--- src/sv/qrt_pkg.sv ---
package qrt_pkg;

  localparam int ID_W       = 31;
  localparam int OP_W       = 2;
  localparam int CTR_W      = 2;
  localparam int STATUS_W   = 3;
  localparam int CFG_IDX_W  = 1;
  localparam int CFG_DATA_W = 2;
  localparam int DEF_SLOTS  = 16;

  localparam logic [STATUS_W-1:0] ST_PENDING = 3'd0;
  localparam logic [STATUS_W-1:0] ST_SUCCESS = 3'd1;
  localparam logic [STATUS_W-1:0] ST_FAILURE = 3'd2;
  localparam logic [STATUS_W-1:0] ST_DROPPED = 3'd3;
  localparam logic [STATUS_W-1:0] ST_FULL    = 3'd4;

  localparam logic MODE_OPEN  = 1'b0;
  localparam logic MODE_REPLY = 1'b1;

  localparam logic [CFG_IDX_W-1:0] CFG_QUORUM  = 1'b0;
  localparam logic [CFG_IDX_W-1:0] CFG_REPLICA = 1'b1;

  localparam logic [CTR_W-1:0] CTR_MAX       = 2'd3;
  localparam logic [CTR_W-1:0] QUORUM_RESET  = 2'd2;
  localparam logic [CTR_W-1:0] REPLICA_RESET = 2'd3;

  typedef enum logic [1:0] {
    S_IDLE,
    S_READ,
    S_CMP,
    S_DECIDE
  } state_t;

  typedef struct packed {
    logic load;
    logic rd;
    logic cmp;
    logic step;
    logic commit;
  } ctrl_cmd_t;

  typedef struct packed {
    logic hit;
    logic last;
    logic out_free;
  } dp_status_t;

endpackage

--- src/sv/qrt_if.sv ---
interface qrt_in_if import qrt_pkg::*; ();
  logic            valid;
  logic            ready;
  logic            mode;
  logic [ID_W-1:0] trans_id;
  logic [OP_W-1:0] op_kind;
  logic            reply_ok;

  modport source (output valid, mode, trans_id, op_kind, reply_ok, input ready);
  modport sink   (input valid, mode, trans_id, op_kind, reply_ok, output ready);
endinterface

interface qrt_out_if import qrt_pkg::*; ();
  logic                valid;
  logic                ready;
  logic [STATUS_W-1:0] status;
  logic [ID_W-1:0]     done_id;
  logic [OP_W-1:0]     done_op;

  modport source (output valid, status, done_id, done_op, input ready);
  modport sink   (input valid, status, done_id, done_op, output ready);
endinterface

--- src/sv/qrt_ctrl.sv ---
module qrt_ctrl import qrt_pkg::*; (
  input  logic       clk,
  input  logic       rst_n,
  input  logic       in_valid,
  output logic       in_ready,
  input  dp_status_t dp_st,
  output ctrl_cmd_t  cmd
);

  state_t state_r;
  state_t state_nxt;

  always_ff @(posedge clk) begin
    if (!rst_n) begin
      state_r <= S_IDLE;
    end else begin
      state_r <= state_nxt;
    end
  end

  always_comb begin
    state_nxt = state_r;
    case (state_r)
      S_IDLE: begin
        if (in_valid) state_nxt = S_READ;
      end
      S_READ: begin
        state_nxt = S_CMP;
      end
      S_CMP: begin
        if (dp_st.hit || dp_st.last) state_nxt = S_DECIDE;
        else state_nxt = S_READ;
      end
      S_DECIDE: begin
        if (dp_st.out_free) state_nxt = S_IDLE;
      end
      default: state_nxt = S_IDLE;
    endcase
  end

  always_comb begin
    cmd      = '0;
    in_ready = 1'b0;
    case (state_r)
      S_IDLE: begin
        in_ready = 1'b1;
        cmd.load = in_valid;
      end
      S_READ: begin
        cmd.rd = 1'b1;
      end
      S_CMP: begin
        cmd.cmp  = 1'b1;
        cmd.step = !dp_st.hit && !dp_st.last;
      end
      S_DECIDE: begin
        cmd.commit = dp_st.out_free;
      end
      default: cmd = '0;
    endcase
  end

endmodule

--- src/sv/qrt_datapath.sv ---
module qrt_datapath import qrt_pkg::*; #(
  parameter int SLOTS = DEF_SLOTS
) (
  input  logic                  clk,
  input  logic                  rst_n,
  input  logic                  cfg_we,
  input  logic [CFG_IDX_W-1:0]  cfg_idx,
  input  logic [CFG_DATA_W-1:0] cfg_data,
  input  logic                  in_mode,
  input  logic [ID_W-1:0]       in_trans_id,
  input  logic [OP_W-1:0]       in_op_kind,
  input  logic                  in_reply_ok,
  output logic                  out_valid,
  input  logic                  out_ready,
  output logic [STATUS_W-1:0]   out_status,
  output logic [ID_W-1:0]       out_done_id,
  output logic [OP_W-1:0]       out_done_op,
  input  ctrl_cmd_t             cmd,
  output dp_status_t            dp_st
);

  localparam int SLOT_W = (SLOTS > 1) ? $clog2(SLOTS) : 1;
  localparam logic [SLOT_W-1:0] LAST_IDX = SLOT_W'(SLOTS - 1);

  typedef struct packed {
    logic [ID_W-1:0]  id;
    logic [OP_W-1:0]  op;
    logic [CTR_W-1:0] replies;
    logic [CTR_W-1:0] successes;
  } slot_entry_t;

  function automatic logic [CTR_W-1:0] sat_inc(input logic [CTR_W-1:0] c);
    return (c == CTR_MAX) ? c : c + CTR_W'(1);
  endfunction

  slot_entry_t slot_mem [SLOTS];
  slot_entry_t rd_data_r;
  logic [SLOTS-1:0] slot_valid_r;

  logic [CTR_W-1:0] quorum_r;
  logic [CTR_W-1:0] replica_r;

  logic            item_mode_r;
  logic [ID_W-1:0] item_id_r;
  logic [OP_W-1:0] item_op_r;
  logic            item_ok_r;

  logic [SLOT_W-1:0] idx_r;
  logic              found_r;
  logic [SLOT_W-1:0] found_idx_r;
  logic              free_seen_r;
  logic [SLOT_W-1:0] free_idx_r;

  logic                out_valid_r;
  logic [STATUS_W-1:0] out_status_r;
  logic [ID_W-1:0]     out_id_r;
  logic [OP_W-1:0]     out_op_r;

  logic                hit;
  logic                wr_en;
  logic [SLOT_W-1:0]   wr_idx;
  slot_entry_t         wr_data;
  logic                set_valid;
  logic                clr_valid;
  logic [STATUS_W-1:0] res_status;
  logic [OP_W-1:0]     res_op;
  logic [CTR_W-1:0]    new_rep;
  logic [CTR_W-1:0]    new_suc;

  assign hit = slot_valid_r[idx_r] && (rd_data_r.id == item_id_r);

  assign dp_st.hit      = hit;
  assign dp_st.last     = (idx_r == LAST_IDX);
  assign dp_st.out_free = !out_valid_r || out_ready;

  always_ff @(posedge clk) begin
    if (!rst_n) begin
      quorum_r  <= QUORUM_RESET;
      replica_r <= REPLICA_RESET;
    end else if (cfg_we) begin
      case (cfg_idx)
        CFG_QUORUM:  quorum_r  <= cfg_data;
        CFG_REPLICA: replica_r <= cfg_data;
        default: ;
      endcase
    end
  end

  always_ff @(posedge clk) begin
    if (cmd.load) begin
      item_mode_r <= in_mode;
      item_id_r   <= in_trans_id;
      item_op_r   <= in_op_kind;
      item_ok_r   <= in_reply_ok;
    end
  end

  always_ff @(posedge clk) begin
    if (!rst_n) begin
      idx_r       <= '0;
      found_r     <= 1'b0;
      free_seen_r <= 1'b0;
    end else if (cmd.load) begin
      idx_r       <= '0;
      found_r     <= 1'b0;
      free_seen_r <= 1'b0;
    end else begin
      if (cmd.step) idx_r <= idx_r + SLOT_W'(1);
      if (cmd.cmp && hit) found_r <= 1'b1;
      if (cmd.cmp && !slot_valid_r[idx_r] && !free_seen_r) free_seen_r <= 1'b1;
    end
  end

  always_ff @(posedge clk) begin
    if (cmd.cmp && hit) found_idx_r <= idx_r;
    if (cmd.cmp && !slot_valid_r[idx_r] && !free_seen_r) free_idx_r <= idx_r;
  end

  always_ff @(posedge clk) begin
    if (cmd.rd) rd_data_r <= slot_mem[idx_r];
  end

  always_ff @(posedge clk) begin
    if (wr_en) slot_mem[wr_idx] <= wr_data;
  end

  always_comb begin
    wr_en      = 1'b0;
    wr_idx     = found_idx_r;
    wr_data    = rd_data_r;
    set_valid  = 1'b0;
    clr_valid  = 1'b0;
    res_status = ST_PENDING;
    res_op     = item_op_r;
    new_rep    = sat_inc(rd_data_r.replies);
    new_suc    = item_ok_r ? sat_inc(rd_data_r.successes) : rd_data_r.successes;
    if (item_mode_r == MODE_OPEN) begin
      if (found_r) begin
        res_op = rd_data_r.op;
      end else if (free_seen_r) begin
        wr_en             = cmd.commit;
        wr_idx            = free_idx_r;
        wr_data.id        = item_id_r;
        wr_data.op        = item_op_r;
        wr_data.replies   = '0;
        wr_data.successes = '0;
        set_valid         = cmd.commit;
      end else begin
        res_status = ST_FULL;
      end
    end else if (!found_r) begin
      res_status = ST_DROPPED;
      res_op     = '0;
    end else begin
      res_op = rd_data_r.op;
      if (new_suc >= quorum_r) begin
        res_status = ST_SUCCESS;
        clr_valid  = cmd.commit;
      end else if (new_rep >= replica_r) begin
        res_status = ST_FAILURE;
        clr_valid  = cmd.commit;
      end else begin
        wr_en             = cmd.commit;
        wr_data.replies   = new_rep;
        wr_data.successes = new_suc;
      end
    end
  end

  always_ff @(posedge clk) begin
    if (!rst_n) begin
      slot_valid_r <= '0;
    end else if (set_valid) begin
      slot_valid_r[free_idx_r] <= 1'b1;
    end else if (clr_valid) begin
      slot_valid_r[found_idx_r] <= 1'b0;
    end
  end

  always_ff @(posedge clk) begin
    if (!rst_n) begin
      out_valid_r <= 1'b0;
    end else if (cmd.commit) begin
      out_valid_r <= 1'b1;
    end else if (out_ready) begin
      out_valid_r <= 1'b0;
    end
  end

  always_ff @(posedge clk) begin
    if (cmd.commit) begin
      out_status_r <= res_status;
      out_id_r     <= item_id_r;
      out_op_r     <= res_op;
    end
  end

  assign out_valid   = out_valid_r;
  assign out_status  = out_status_r;
  assign out_done_id = out_id_r;
  assign out_done_op = out_op_r;

endmodule

--- src/sv/quorum_reply_tracker.sv ---
// Quorum reply tracker: table of outstanding replicated transactions.
// in_ch carries open items (mode 0) and replica replies (mode 1); out_ch
// returns exactly one result per item: status, transaction id and op kind.
// Both channels transfer on a clock edge with valid and ready high.
// cfg_we/cfg_idx/cfg_data write quorum_needed (index 0) and replica_count
// (index 1); write them only while the block is idle.
// Each item scans the slots from index 0 until the matching slot or the
// last slot, then its result is registered in the decide step. The slot
// table sits in a single-port memory with a registered read, and each
// slot takes a read state and then a compare state. One item is in
// flight at a time: a new item is taken only once the previous one has
// left the decide step.
// Reset clears all slot valid marks and restores quorum 2 / replicas 3.
// If out_ch stalls, the next item may still be taken and scanned; it waits
// in the decide step until the held result has been transferred.
module quorum_reply_tracker import qrt_pkg::*; #(
  parameter int SLOTS = DEF_SLOTS
) (
  input  logic                  clk,
  input  logic                  rst_n,
  input  logic                  cfg_we,
  input  logic [CFG_IDX_W-1:0]  cfg_idx,
  input  logic [CFG_DATA_W-1:0] cfg_data,
  qrt_in_if.sink                in_ch,
  qrt_out_if.source             out_ch
);

  ctrl_cmd_t  cmd;
  dp_status_t dp_st;

  qrt_ctrl u_ctrl (
    .clk      (clk),
    .rst_n    (rst_n),
    .in_valid (in_ch.valid),
    .in_ready (in_ch.ready),
    .dp_st    (dp_st),
    .cmd      (cmd)
  );

  qrt_datapath #(
    .SLOTS (SLOTS)
  ) u_datapath (
    .clk         (clk),
    .rst_n       (rst_n),
    .cfg_we      (cfg_we),
    .cfg_idx     (cfg_idx),
    .cfg_data    (cfg_data),
    .in_mode     (in_ch.mode),
    .in_trans_id (in_ch.trans_id),
    .in_op_kind  (in_ch.op_kind),
    .in_reply_ok (in_ch.reply_ok),
    .out_valid   (out_ch.valid),
    .out_ready   (out_ch.ready),
    .out_status  (out_ch.status),
    .out_done_id (out_ch.done_id),
    .out_done_op (out_ch.done_op),
    .cmd         (cmd),
    .dp_st       (dp_st)
  );

endmodule

--- src/flat_wrapper.sv ---
// flat-port wrapper written by rule: the top's interface ports become plain ports
module quorum_reply_tracker_flat import qrt_pkg::*;
#(
  parameter int SLOTS = DEF_SLOTS
)
  (clk, rst_n, cfg_we, cfg_idx, cfg_data, in_ch_valid, in_ch_mode, in_ch_trans_id, in_ch_op_kind, in_ch_reply_ok, in_ch_ready, out_ch_valid, out_ch_status, out_ch_done_id, out_ch_done_op, out_ch_ready);
  qrt_in_if in_ch_i ();
  qrt_out_if out_ch_i ();
  input  logic clk;
  input  logic rst_n;
  input  logic cfg_we;
  input  logic [CFG_IDX_W-1:0] cfg_idx;
  input  logic [CFG_DATA_W-1:0] cfg_data;
  input wire logic [$bits(in_ch_i.valid)-1:0] in_ch_valid;
  input wire logic [$bits(in_ch_i.mode)-1:0] in_ch_mode;
  input wire logic [$bits(in_ch_i.trans_id)-1:0] in_ch_trans_id;
  input wire logic [$bits(in_ch_i.op_kind)-1:0] in_ch_op_kind;
  input wire logic [$bits(in_ch_i.reply_ok)-1:0] in_ch_reply_ok;
  output wire logic [$bits(in_ch_i.ready)-1:0] in_ch_ready;
  output wire logic [$bits(out_ch_i.valid)-1:0] out_ch_valid;
  output wire logic [$bits(out_ch_i.status)-1:0] out_ch_status;
  output wire logic [$bits(out_ch_i.done_id)-1:0] out_ch_done_id;
  output wire logic [$bits(out_ch_i.done_op)-1:0] out_ch_done_op;
  input wire logic [$bits(out_ch_i.ready)-1:0] out_ch_ready;
  assign in_ch_i.valid = in_ch_valid;
  assign in_ch_i.mode = in_ch_mode;
  assign in_ch_i.trans_id = in_ch_trans_id;
  assign in_ch_i.op_kind = in_ch_op_kind;
  assign in_ch_i.reply_ok = in_ch_reply_ok;
  assign in_ch_ready = in_ch_i.ready;
  assign out_ch_valid = out_ch_i.valid;
  assign out_ch_status = out_ch_i.status;
  assign out_ch_done_id = out_ch_i.done_id;
  assign out_ch_done_op = out_ch_i.done_op;
  assign out_ch_i.ready = out_ch_ready;
  quorum_reply_tracker #(.SLOTS(SLOTS)) u_core (.clk(clk), .rst_n(rst_n), .cfg_we(cfg_we), .cfg_idx(cfg_idx), .cfg_data(cfg_data), .in_ch(in_ch_i), .out_ch(out_ch_i));
endmodule
--- config.mk ---
export PLATFORM = sky130hd
export DESIGN_NAME = quorum_reply_tracker_flat
export DESIGN_NICKNAME = d
export VERILOG_FILES = /design/src/sv/qrt_pkg.sv /design/src/sv/qrt_if.sv /design/src/sv/qrt_ctrl.sv /design/src/sv/qrt_datapath.sv /design/src/sv/quorum_reply_tracker.sv /design/src/flat_wrapper.sv
export SDC_FILE = /design/constraint.sdc
export NUM_CORES = 1
export LEC_CHECK = 0
export BUFFER_PORTS_ARGS = -buffer_cell sky130_fd_sc_hd__buf_2
export CAP_MARGIN = 20
export CORE_MARGIN = 2
export CORE_UTILIZATION = 45
export CTS_CLUSTER_DIAMETER = 150
export CTS_CLUSTER_SIZE = 8
export DETAILED_ROUTE_END_ITERATION = 16
export PLACE_DENSITY = 0.64
export SKIP_LAST_GASP = 1
export SLEW_MARGIN = 40
export SYNTH_ARGS = -nofsm -noshare
export SYNTH_HDL_FRONTEND = slang
export SYNTH_SLANG_ARGS = --single-unit
export TNS_END_PERCENT = 5
--- constraint.sdc ---
create_clock -name clk -period 8.95 [get_ports clk]
set_input_delay 1.3425 -clock clk [delete_from_list [all_inputs] [get_ports clk]]
set_output_delay 1.3425 -clock clk [all_outputs]
set_load 0.02 [all_outputs]
### After elaboration in Yosys (flattened, before gate mapping)

Memory sizes are Yosys's and may differ from the RTL's. A register that Yosys moved wholly into a read port is not among the register bits.
Index checks and enable logic that the tools add are counted.

* equality and inequality tests: 9
* reduce and logical (&&, ||, !) cells: 21
* $mul: 0
* order comparisons: 7
* add/sub/neg operators: 3
* bitwise operators: 5
* multiplexer cells: 54
* shifts and indexed selects: 0
* divide/modulo/power cells: 0

Operator list (count)
* $mux 37: 2
* $mux 33: 1
* $mux 16: 2
* $eq 31x31->1: 1
* $mux 4: 7
* $mux 2: 13
* $mux 1: 22
* $and 16x16->16: 1
* $not 16->16: 1
* $or 16x16->16: 1
* $lt 4x5->1 const B: 3
* $mux 3: 3
* $demux 1 s4: 2
* $eq 2x2->1 const B: 4
* $ge 4x1->1 const B: 2
* $pmux 2 s4: 1
* $logic_and 1x1->1: 7
* $reduce_and 2->1: 3
* $logic_not 1->1: 5
* $add 2x1->2 const B: 2
* $add 4x1->4 const B: 1
* $bmux 1 s4: 1
* $eq 4x4->1 const B: 1
* $ge 2x2->1: 2
* 7 further kinds: 11

* memory bits (writable): 592
* memories kept: 1
* latch bits: 0
* bits in read-only memories: 0
* flip-flop bits (word level): 108
* input port bits: 43
* word-level logic and storage cells: 117

Memory list
* u_core.u_datapath.slot_mem: words 16, bits a word 37, rd ports 1, clocked after memory_dff 1, wr ports 1, RTL line qrt_datapath.sv:36 `slot_entry_t slot_mem [SLOTS];`

### Longest topological paths before layout

* depth in word-level cells: 9
* depth in mapped cells: 9
* gate-level depth less buffers: 9

### Hierarchy

A second synthesis with hierarchy kept.

* cell total of the unflattened synthesis: 1317
* area, all modules: 28267.1 um^2

Modules (own cells, without submodules)
* qrt_datapath: times used 1, area each 28129.5 um^2, cells an instance 1301
* qrt_ctrl: times used 1, area each 137.6 um^2, cells an instance 16

### Worst setup path after synthesis

OpenSTA, ideal clock, no wires.

* kind: reg-to-reg
* start point: register, netlist name u_core.u_datapath.rd_data_r[0]
* end point: memory u_core.u_datapath.slot_mem[0][0] (netlist name) (enable)
* setup time: 431 ps
* required time: 8519 ps
* arrival: 3581 ps
* stages on the path, launching flop included: 10
* path slack: 4937 ps
* path through: edfxtp_1 > or2_1 > o21ai_0 > ha_1 > nand2b_1 > a21oi_1 > nand4_1 > a21oi_1 > o21ai_1 > nor2_1

* cells in the longest elaborated chain, start to end: 9
* elaborated cells between the ends (all ways): 10

RTL lines
* $add 2x1->2 / $eq 2x2->1 (equally long branches): RTL line qrt_datapath.sv:33 `return (c == CTR_MAX) ? c : c + CTR_W'(1);`
* $mux 2: RTL line qrt_datapath.sv:33
* $mux 2 *: RTL line qrt_datapath.sv:136 `new_suc = item_ok_r ? sat_inc(rd_data_r.successes) : rd_data_r.successes;`
* $ge 2x2->1 *: RTL line qrt_datapath.sv:156 `if (new_suc >= quorum_r) begin`
* $mux 1 *: RTL line qrt_datapath.sv:156
* $mux 1 *: RTL line qrt_datapath.sv:151 `end else if (!found_r) begin`
* $mux 1 *: RTL line qrt_datapath.sv:137 `if (item_mode_r == MODE_OPEN) begin`
* $mux 1 *: RTL line qrt_datapath.sv:124 `if (wr_en) slot_mem[wr_idx] <= wr_data;`
* $mux 1 (implied by the code) *: RTL line qrt_datapath.sv:124
* to (decl): RTL line qrt_datapath.sv:36

Every way passes the cells marked *; elsewhere a longest branch is shown, timed or not.

### Worst setup path after layout

* start point: register, netlist name u_core.u_datapath.rd_data_r[0]
* end point: memory u_core.u_datapath.slot_mem[11][21] (netlist name) (enable)

* cells in the longest elaborated chain, start to end: 9
* elaborated cells between the ends (all ways): 10

RTL lines (RTL line)
* $add 2x1->2 / $eq 2x2->1 (equally long branches): qrt_datapath.sv:33
* $mux 2: qrt_datapath.sv:33
* $mux 2 *: qrt_datapath.sv:136
* $ge 2x2->1 *: qrt_datapath.sv:156
* $mux 1 *: qrt_datapath.sv:156
* $mux 1 *: qrt_datapath.sv:151
* $mux 1 *: qrt_datapath.sv:137
* $mux 1 *: qrt_datapath.sv:124
* $mux 1 (implied by the code) *: qrt_datapath.sv:124

Marks and branches as above.

==> summary.md <==
| Metric | Value |
|---|---|
| Worst endpoint required time | 9.20 ns |
| N_diodes | 0 |
| Synth Area in Simple Gates | 0.0370 |
| WL/cell | 26.1 um |
| Initial antenna violation count | 0 |
| Total negative setup slack | 0 ns |
| Worst R2R Path Depth | 10 |
| Commonest cells after routing, fill and taps aside | 708 x edfxtp_1, 187 x mux4_2, 124 x nand2_1, 104 x clkbuf_16, 80 x buf_2 |
| Wirelength, routed | 61500 um |
| Clock Path Buffers | 3 |
| Layout overhead on the synthesized area | 15.3% |
| Via density | 5.67 |
| Worst Setup Path Type | flop to flop |
| Layout Nets | 1542 |
| DR DRC count | 0 |
| GPL Wtd Cong | 0.792 |
| Post-CTS setup buffer count | 0 |
| Syn avg cell area | 21.1 um^2 |
| Mux cell area share after synthesis | 0.152 |
| Clk slew on worst S/H paths | 0.05 ns |
| Vias | 13346 |
| CTS tree | yes |
| Synth cell types | 42 |
| Worst reg2reg startpoint | u_core.u_datapath.rd_data_r[0]$_DFFE_PN_ |
| Worst Skew | 0.0173 ns |
| CP Capture Type | flop |
| I/O Pins | 81 |
| Num CTS Buffers | 102 |
| Area after DPL | 29800 um^2 |
| Crit path launch type | flop |
| Post-route total power | 7.37 mW |
| Post-DRT Antenna Nets | 0 |
| R2r setup slk | 5.02 ns |
| Area leader, netlist | edfxtp_1 |
| Ranking of synthesized cells by area | edfxtp_1 75%, mux4_2 15%, dfxtp_1 2.1%, nand2_1 1.7%, xor2_1 0.96% |
| Sequential fraction of the synthesis area | 0.773 |
| Hpwl dp | 32000 um |
| Cell row count | 91 |
| Post-Syn Instances | 1341 |
| Pin count of the biggest net entering global routing | 61 |
| DIE AREA | 64800 um^2 |
| Starting Density | 0.456 |
| Grt total ovfl | 0 |
| Smallest hold slack | 0.499 ns |
| FF-to-FF End | u_core.u_datapath.slot_mem[11][21]$_DFFE_PP_ |
| Max frequency | 255 MHz |
| Main combinational cell family by area after synthesis | multiplexers |
| Detailed Route Iter0 Violations | 1213 |
| Post-Synth XOR/XNOR Area | 0.00960 |
| Synthesis-stage register bit count | 737 |
| Root Buffer Master | clkbuf_16 |
| Layout cells sized above 1 | 0.292 |
| Slew headroom | 0.454 |
| IO buf count | 80 |
| Post-cts resize count | 0 |
| Max VDD drop | 161 uV |
| Vias in the first global route | 13941 |
| Power per cell area | 226 nW/um^2 |
| Most common cell after layout, fill and taps aside | edfxtp_1 |
| Final Hold Fails | 0 |
| Compound-Gate Fraction of Synth Area | 0.0163 |
| Syn. warnings | 0 |
| Most used DFF post-synth | edfxtp_1 |
| Die width | 255 um |
| Share of the synthesized area in the top cell type | 0.752 |
| EDFF count, synth | 708 |
| Leakage | 10.3 nW |
| Status | finished clean |
| Number of H-tree levels | 3 |
| Asr flop ratio synth | 0 |
| First-pass iteration count of the detailed router | 5 |
| Mapped Nets | 1389 |
| Final core utilization | 0.526 |
| First-pass GRT wire length | 91400 um |
| Critical Path Start | u_core.u_datapath.rd_data_r[0]$_DFFE_PN_ |
| Post-Synth Adder-Cell Area | 0.00221 |
| Worst setup path end | u_core.u_datapath.slot_mem[11][21]$_DFFE_PP_ |
| Cell area after layout | 32600 um^2 |
| Max cap viols | 0 |
| Hold_buf cts | 0 |
| CP max FO | 29 |
| Die height | 255 um |
| Worst hold path class | flop to flop |
| GRT Overall Usage | 0.195 |
| Clk sinks | 737 |
| RSZ-0062 raised after global routing | false |
| Core ar. | 61900 um^2 |
| Clk_lat worst skew | 0.63 ns |
| Fin crit period | 3.93 ns |
| Worst-margin pin slew | 0.820 ns |
| Final period utilization | 0.439 |
| Critical Path AT | 4.18 ns |
| Final Max Tran Viols | 0 |
| Syn Std Cell Area | 28300 um^2 |
| Final setup vio count | 0 |
## power breakdown
part | internal [mW] | switching (mW) | leakage, nW
sequential | 3.81 | 0.0249 | 6.64
clock | 2.05 | 1.31 | 1.33
combinational | 0.0549 | 0.108 | 2.37
total | 5.92 | 1.45 | 10.3
## sequential cells by signal (all words and copies together) (netlist names)
register	flops
u_core.u_ctrl.state_r	2
u_core.u_datapath.found_idx_r	4
u_core.u_datapath.found_r	1
u_core.u_datapath.free_idx_r	4
u_core.u_datapath.free_seen_r	1
u_core.u_datapath.idx_r	4
u_core.u_datapath.item_id_r	31
u_core.u_datapath.item_mode_r	1
u_core.u_datapath.item_ok_r	1
u_core.u_datapath.item_op_r	2
u_core.u_datapath.out_done_id	31
u_core.u_datapath.out_done_op	2
u_core.u_datapath.out_status	3
u_core.u_datapath.out_valid	1
u_core.u_datapath.quorum_r	2
u_core.u_datapath.rd_data_r	37
u_core.u_datapath.replica_r	2
u_core.u_datapath.slot_mem	592
u_core.u_datapath.slot_valid_r	16
## per-layer routing
metal / global-route usage / routed length (um)
met5: 0 / 0
met2: 0.322 / 31000
met1: 0.271 / 26000
met3: 0.0303 / 3310
met4: 0.0591 / 1140
## worst min path at each step
stage,startpoint,end,slack [ns],cells past startpoint
6_report,u_core.u_datapath.item_id_r[10]$_DFFE_PP_,u_core.u_datapath.out_done_id[10]$_DFFE_PN_,0.50,0
5_1_grt,u_core.u_datapath.item_id_r[30]$_DFFE_PP_,u_core.u_datapath.out_done_id[30]$_DFFE_PN_,0.53,0
4_1_cts,u_core.u_datapath.item_id_r[10]$_DFFE_PP_,u_core.u_datapath.out_done_id[10]$_DFFE_PN_,0.50,0
3_5_place_dp,u_core.u_datapath.replica_r[1]$_SDFFE_PN1P_,u_core.u_datapath.replica_r[1]$_SDFFE_PN1P_,0.48,2
3_3_place_gp,u_core.u_datapath.replica_r[1]$_SDFFE_PN1P_,u_core.u_datapath.replica_r[1]$_SDFFE_PN1P_,0.47,2
2_1_floorplan,u_core.u_datapath.idx_r[2]$_SDFFE_PP0P_,u_core.u_datapath.found_idx_r[2]$_DFFE_PP_,0.42,0
## cells by family (layout without fill, tap and decap cells)
| family | Yosys count | after routing |
|---|---|---|
| multiplexers | 194 | 194 |
| flip-flops | 737 | 737 |
| buffers and inverters | 67 | 242 |
| AND/OR/NAND/NOR | 242 | 242 |
| XOR/XNOR | 31 | 31 |
| adder cells (fa/ha/maj) | 5 | 5 |
| AO/OA/AOI/OAI | 65 | 65 |
## cell type report
type / count / area, um^2
repair buffers: 108 / 638
inverters: 8 / 32.5
flip-flops and latches: 737 / 21800
clock inverters: 4 / 53.8
clock buffers: 122 / 2670
fillers: 4743 / 29300
multi-input cells: 537 / 6310
well taps: 837 / 1050
## Yosys cell counts (4+ instances only)
library cell and instances:
edfxtp_1 708, mux4_2 187, nand2_1 125, nor2_1 55, clkbuf_1 35, xor2_1 31
dfxtp_1 29, buf_2 18, o21a_1 18, a21boi_1 17, nand2b_1 14, nor3_1 13
nand3_1 9, a21oi_1 7, nor4_1 7, inv_1 6, ha_1 5, mux2i_1 5
nand4_1 5, o21ai_1 5, a21boi_0 4, buf_1 4, nand3b_1 4, nor2b_1 4
o21ai_0 4
## worst max-delay path, cell delays in order, from the launching register on
cell,delay [ns]
edfxtp_1,0.41
or2_1,0.24
o21ai_0,0.12
ha_1,0.28
nand2b_1,0.13
a21oi_1,0.27
nand4_1,0.33
a21oi_1,0.40
nand2_1,0.35
nor2_4,0.40
buf_4,0.58
## metrics by stage
step / setup slack, ns / std cells
2_1_floorplan: 4.94 / 1341
3_3_place_gp: 5.01 / 2226
3_5_place_dp: 5.02 / 2226
4_1_cts: 4.97 / 2352
5_1_grt: 4.70 / 2353
6_report: 5.02 / 2353
No activity file was read; power rests on OpenSTA's default activity.
